File: src/rtl/aett_pkg.sv
// shared constants and types for the all-equal tracking table
// no dependencies
package aett_pkg;

  localparam int DEPTH  = 256;
  localparam int DATA_W = 32;
  localparam int IDX_W  = 8;
  localparam int LEN_W  = 9;
  localparam int SUM_W  = 40;
  localparam int GAP_W  = DATA_W;

  localparam logic OP_SET  = 1'b0;
  localparam logic OP_READ = 1'b1;

  // which neighbours of the addressed entry belong to the sequence
  typedef struct packed {
    logic left_ex;
    logic right_ex;
  } nb_t;

endpackage

File: src/rtl/aett_sum_update.sv
// difference sum update for one set: drops the old neighbour gaps, adds the new ones
// depends on aett_pkg
module aett_sum_update import aett_pkg::*; (
  input  logic signed [DATA_W-1:0] old_val,
  input  logic signed [DATA_W-1:0] new_val,
  input  logic signed [DATA_W-1:0] left_val,
  input  logic signed [DATA_W-1:0] right_val,
  input  nb_t                      nb,
  input  logic [SUM_W-1:0]         sum_in,
  output logic [SUM_W-1:0]         sum_out
);

  logic [GAP_W-1:0] gl_old;
  logic [GAP_W-1:0] gr_old;
  logic [GAP_W-1:0] gl_new;
  logic [GAP_W-1:0] gr_new;
  logic [GAP_W:0]   old_pair;
  logic [GAP_W:0]   new_pair;

  function automatic logic [GAP_W-1:0] abs_gap(input logic signed [DATA_W-1:0] a,
                                               input logic signed [DATA_W-1:0] b);
    logic signed [DATA_W:0] d;
    logic [DATA_W:0]        m;
    d = {a[DATA_W-1], a} - {b[DATA_W-1], b};
    m = d[DATA_W] ? (~d + 1'b1) : d;
    return m[GAP_W-1:0];
  endfunction

  always_comb begin
    gl_old   = nb.left_ex  ? abs_gap(old_val, left_val)  : '0;
    gr_old   = nb.right_ex ? abs_gap(old_val, right_val) : '0;
    gl_new   = nb.left_ex  ? abs_gap(new_val, left_val)  : '0;
    gr_new   = nb.right_ex ? abs_gap(new_val, right_val) : '0;
    old_pair = {1'b0, gl_old} + {1'b0, gr_old};
    new_pair = {1'b0, gl_new} + {1'b0, gr_new};
    sum_out  = sum_in - {{(SUM_W-GAP_W-1){1'b0}}, old_pair}
                      + {{(SUM_W-GAP_W-1){1'b0}}, new_pair};
  end

endmodule
File: config.mk
export PLATFORM = sky130hd
export DESIGN_NAME = aett_sum_update
export DESIGN_NICKNAME = d
export VERILOG_FILES = /design/src/rtl/aett_pkg.sv /design/src/rtl/aett_sum_update.sv
export SDC_FILE = /design/constraint.sdc
export NUM_CORES = 1
export LEC_CHECK = 0
export ABC_CLOCK_PERIOD_IN_PS = 35700
export BUFFER_PORTS_ARGS = -buffer_cell sky130_fd_sc_hd__clkbuf_2
export CORE_MARGIN = 5
export CORE_UTILIZATION = 40
export DETAILED_ROUTE_END_ITERATION = 8
export PLACE_DENSITY_LB_ADDON = 0.08
export SLEW_MARGIN = 20
export SYNTH_ARGS = -nofsm -noshare
export SYNTH_HDL_FRONTEND = slang
export SYNTH_SLANG_ARGS = --single-unit
export TNS_END_PERCENT = 100
File: constraint.sdc
create_clock -name vclk -period 35.7
set_clock_uncertainty 0.1 [all_clocks]
set_input_delay 8.925 -clock vclk [all_inputs]
set_output_delay 8.925 -clock vclk [all_outputs]
set_load 0.05 [all_outputs]
Yosys cells after proc, flatten, opt, wreduce, memory -nomap -nowiden
Cells that the tools add are included.
{ "classes": {"add_sub_neg": 12, "muxes": 8, "n_bitwise": 4} }
{ "op_table": {"columns": ["cell", "count"], "rows": [
  ["two-way mux 32 bit", 8],
  ["subtractor 32 x 32 -> 33 bit", 4],
  ["adder 32 x 1 -> 32 bit (second input constant)", 4],
  ["inverter 32 bit", 4],
  ["adder 32 x 32 -> 33 bit", 2],
  ["adder 40 x 33 -> 40 bit", 1],
  ["subtractor 40 x 33 -> 40 bit", 1]
]} }
{ "word_totals": {"register_bits": 0, "inputBits": 170, "out_inout_bits": 40, "elab_cells": 24} }

Depth between registers and ports, before layout
{ "logic_depth": {"word_depth": 8, "mapped_depth": 33, "depth_no_buf": 32} }

Least setup slack after synthesis
No wires, ideal clock.
{ "synth_timing": {"path_type": "in2out", "startpoint": "in right_val[17]", "endpoint": "out sum_out[37]", "arrival_ns": 17.209, "required_ns": 26.675, "setup_slack_ns": 9.466, "path_stages": 31, "path_buffers": 1, "path_cell_list": "inv_1 -> ha_1 -> a21o_1 -> a21o_1 -> a21o_1 -> a2111oi_0 -> nor3b_1 -> nor3_1 -> o41ai_1 -> a31oi_1 -> clkbuf_1 -> nor2_1 -> xor2_1 -> nor2_1 -> fa_1 -> inv_1 -> fa_1 -> fa_1 -> inv_1 -> fa_1 -> nor2b_1 -> o21a_1 -> o21a_1 -> o31a_1 -> a21oi_1 -> o211a_1 -> nor2_1 -> a211oi_1 -> a21o_1 -> o21a_1 -> o311ai_0"} }
{ "synth_via": {"elab_chain_cells": 8, "word_cells_on_any_way": 14, "cone_classes": "add/sub: 8; mux: 4; bitwise: 2"} }
{ "synth_rtl": {"columns": ["element", "line", "text"], "rows": [
  ["from (decl)", "aett_sum_update.sv:7", "input logic signed [DATA_W-1:0] right_val,"],
  ["subtractor 32 x 32 -> 33 bit", "aett_sum_update.sv:24", "d = {a[DATA_W-1], a} - {b[DATA_W-1], b};"],
  ["inverter 32 bit", "aett_sum_update.sv:25", "m = d[DATA_W] ? (~d + 1'b1) : d;"],
  ["adder 32 x 1 -> 32 bit", "aett_sum_update.sv:25", null],
  ["two-way mux 32 bit", "aett_sum_update.sv:25", null],
  ["two-way mux 32 bit", "aett_sum_update.sv:31", "gr_old = nb.right_ex ? abs_gap(old_val, right_val) : '0;"],
  ["adder 32 x 32 -> 33 bit", "aett_sum_update.sv:34", "old_pair = {1'b0, gl_old} + {1'b0, gr_old};"],
  ["subtractor 40 x 33 -> 40 bit", "aett_sum_update.sv:36", "sum_out = sum_in - {{(SUM_W-GAP_W-1){1'b0}}, old_pair}"],
  ["adder 40 x 33 -> 40 bit *", "aett_sum_update.sv:37", "+ {{(SUM_W-GAP_W-1){1'b0}}, new_pair};"],
  ["to (decl)", "aett_sum_update.sv:10", "output logic [SUM_W-1:0] sum_out"]
]} }
Mark *: on every way between the ends. The rest lies on a longest branch, timed or not.

Final worst setup path
{ "layout_timing": {"startpoint": "in old_val[0]", "endpoint": "out sum_out[35]"} }
{ "layout_via": {"elab_chain_cells": 8, "word_cells_on_any_way": 13, "cone_classes": "add/sub: 7; mux: 4; bitwise: 2"} }
{ "layout_rtl": {"columns": ["element", "line", "text"], "rows": [
  ["from (decl)", "aett_sum_update.sv:4", "input logic signed [DATA_W-1:0] old_val,"],
  ["subtractor 32 x 32 -> 33 bit", "aett_sum_update.sv:24", null],
  ["inverter 32 bit", "aett_sum_update.sv:25", null],
  ["adder 32 x 1 -> 32 bit", "aett_sum_update.sv:25", null],
  ["two-way mux 32 bit", "aett_sum_update.sv:25", null],
  ["two-way mux 32 bit (on tied branches)", "aett_sum_update.sv:30, aett_sum_update.sv:31", null],
  ["adder 32 x 32 -> 33 bit *", "aett_sum_update.sv:34", null],
  ["subtractor 40 x 33 -> 40 bit *", "aett_sum_update.sv:36", null],
  ["adder 40 x 33 -> 40 bit *", "aett_sum_update.sv:37", null]
]} }
Marks and branches as above.

==> metrics.cfg <==
[run_status]
outcome=complete, no violations

[floorplanning]
dieWidth_um=207
die_height_um=207
rows=72
io_pins=210
core_mm2=0.0386
design.die.area_mm2=0.0429
initial_core_util_pct=40.3

[sta]
worst_pin_slew_ns=1.13
drv_slew=0
setup_viol=0
finalCritPeriodShare_pct=74.6
timing.fmax_mhz=37.5
slew_headroom_pct=23.4
setup_tns_ns=0
hold_viol_final=0
rsz0062_at_grt=no
fin_crit_ns=26.64

[synthesis]
yosysWarnings=0
synth_area_leaders=ha_1, fa_1, xnor2_1
synthCells=2223
yosysSeqAreaShare_pct=0
synth_top_cells_by_count=inv_1, nand2_1, nor2_1
yosysTopAreaCell=ha_1
synth.distinct_cells=95
synth_most_common_cell=inv_1
syn-num-nets=2672
syn_area_per_cell_um2=7.00
netlist_area_mm2=0.0156
yosysTopAreaCellShare_pct=14.4

[global_route]
grt_max_degree=40
gr-max-usage-layer=met1
track_usage_pct=25.7
antenna_found_initial=0
grt_use_met2_pct=39.2
grt_util_met3_pct=2.96
grtUsageMet1_pct=39.3
grt_pass1_wl_mm=90.4
grt-ovfl-total=0
grt_pass1_vias=16100

[place]
dpl.hpwl_mm=52.1
port_buffers=210
gp_congestion=0.970

[setup_path]
crit_type=input port to output pin
cp_top_family=compound AO/OA/AOI/OAI gates
crit_fanout=14
cp.depth=32
critical_path_required_ns=26.68
cp-end-kind=output pin
cp.buffers_inverters=5
startpoint=old_val[0]
crit_slowest_cell=o41ai_1
cpMostUsedCell=fa_1
arrival_ns=17.61
slowest_delay_ns=0.60
cp-endpoint=sum_out[35]
critPathLaunchType=input port

[drt]
postRouteAntennaNets=0
vias_per_cell=5.80
drtPass1Iterations=5
wire_per_inst_um=20.2
drt_iter0_markers=1657
vias=16800
drc=0
drt_wl_total_mm=58.5

[cts]
cts_resized=0
hold_buffers=0
post-cts-setup-buffers=0

[final_layout]
fillerInstances=4143
register_area_um2=0
drive_above_1_share_pct=11.6
antenna_cells=0
post-route-util_pct=44.3
area_growth_pct=9.81
layout.nets=2827
n_clock_buffer=0
seq_cells=0

[worst_hold_path]
hold_path_class=input port to output pin

[run]
cap_violations=0

[worst min-delay path by stage]
stage / endpoint / start / cells past startpoint
final: sum_out[0] / sum_in[1] / 3
after global routing: sum_out[0] / sum_in[1] / 3
after CTS: sum_out[0] / sum_in[1] / 3
after detailed placement: sum_out[0] / sum_in[1] / 3
after global placement: sum_out[0] / sum_in[1] / 3
after floorplan: sum_out[0] / sum_in[1] / 1
[area by class of cell]
type | count | area, um2 | share of cell area (%)
timing repair buffer | 221 | 1130 | 6.64
multi-input combinational | 1949 | 14500 | 85.0
tap | 518 | 648 | 3.79
inverter | 206 | 773 | 4.53
[metrics by stage]
stage	hold WS, ns	setup WS, ns	cell area (um2)	std cells
after floorplan	18.21	9.47	15600	2223
after global placement	18.29	9.14	17100	2894
after detailed placement	18.30	9.14	17100	2894
after CTS	18.30	9.10	17100	2894
after global routing	18.33	8.45	17100	2894
final	18.30	9.06	17100	2894
[cells in the final DEF (no fill, tap or decap), drive strengths merged, types with 38 or more instances in the layout]
cell and instances:
or3 38, nor2 189, o21a 44, o21ai 157
ha 179, fa 100, a21oi 180, nor3 67
xnor2 130, clkbuf 210, inv 205, xor2 80
nand2 193, nand3 57, a21o 60
[metal layers]
layer / wire length (um) / up-vias
li1: - / 8281
met1: 28700 / 7852
met2: 24300 / 588
met3: 4050 / 73
met4: 1390 / 0
met5: 0 / -
[cells by family after synthesis]
family | count (synthesis) | synth area share, %
xor gates and xnor gates | 210 | 11.8
AOI/OAI and AO/OA | 690 | 29.3
and+or+nand+nor | 761 | 24.3
buffers and inverters | 274 | 6.71
muxes | 9 | 0.619
adders and majority gates | 279 | 27.3
[tightest hold or removal path: cells and delay by family]
kind | cells | cell delay (ns)
adders and majority gates | 1 | 0.16
buffers and inverters | 2 | 0.38
Power is not shown: default switching activity piles up to over one toggle a cycle in this logic, so the estimate is an artifact.
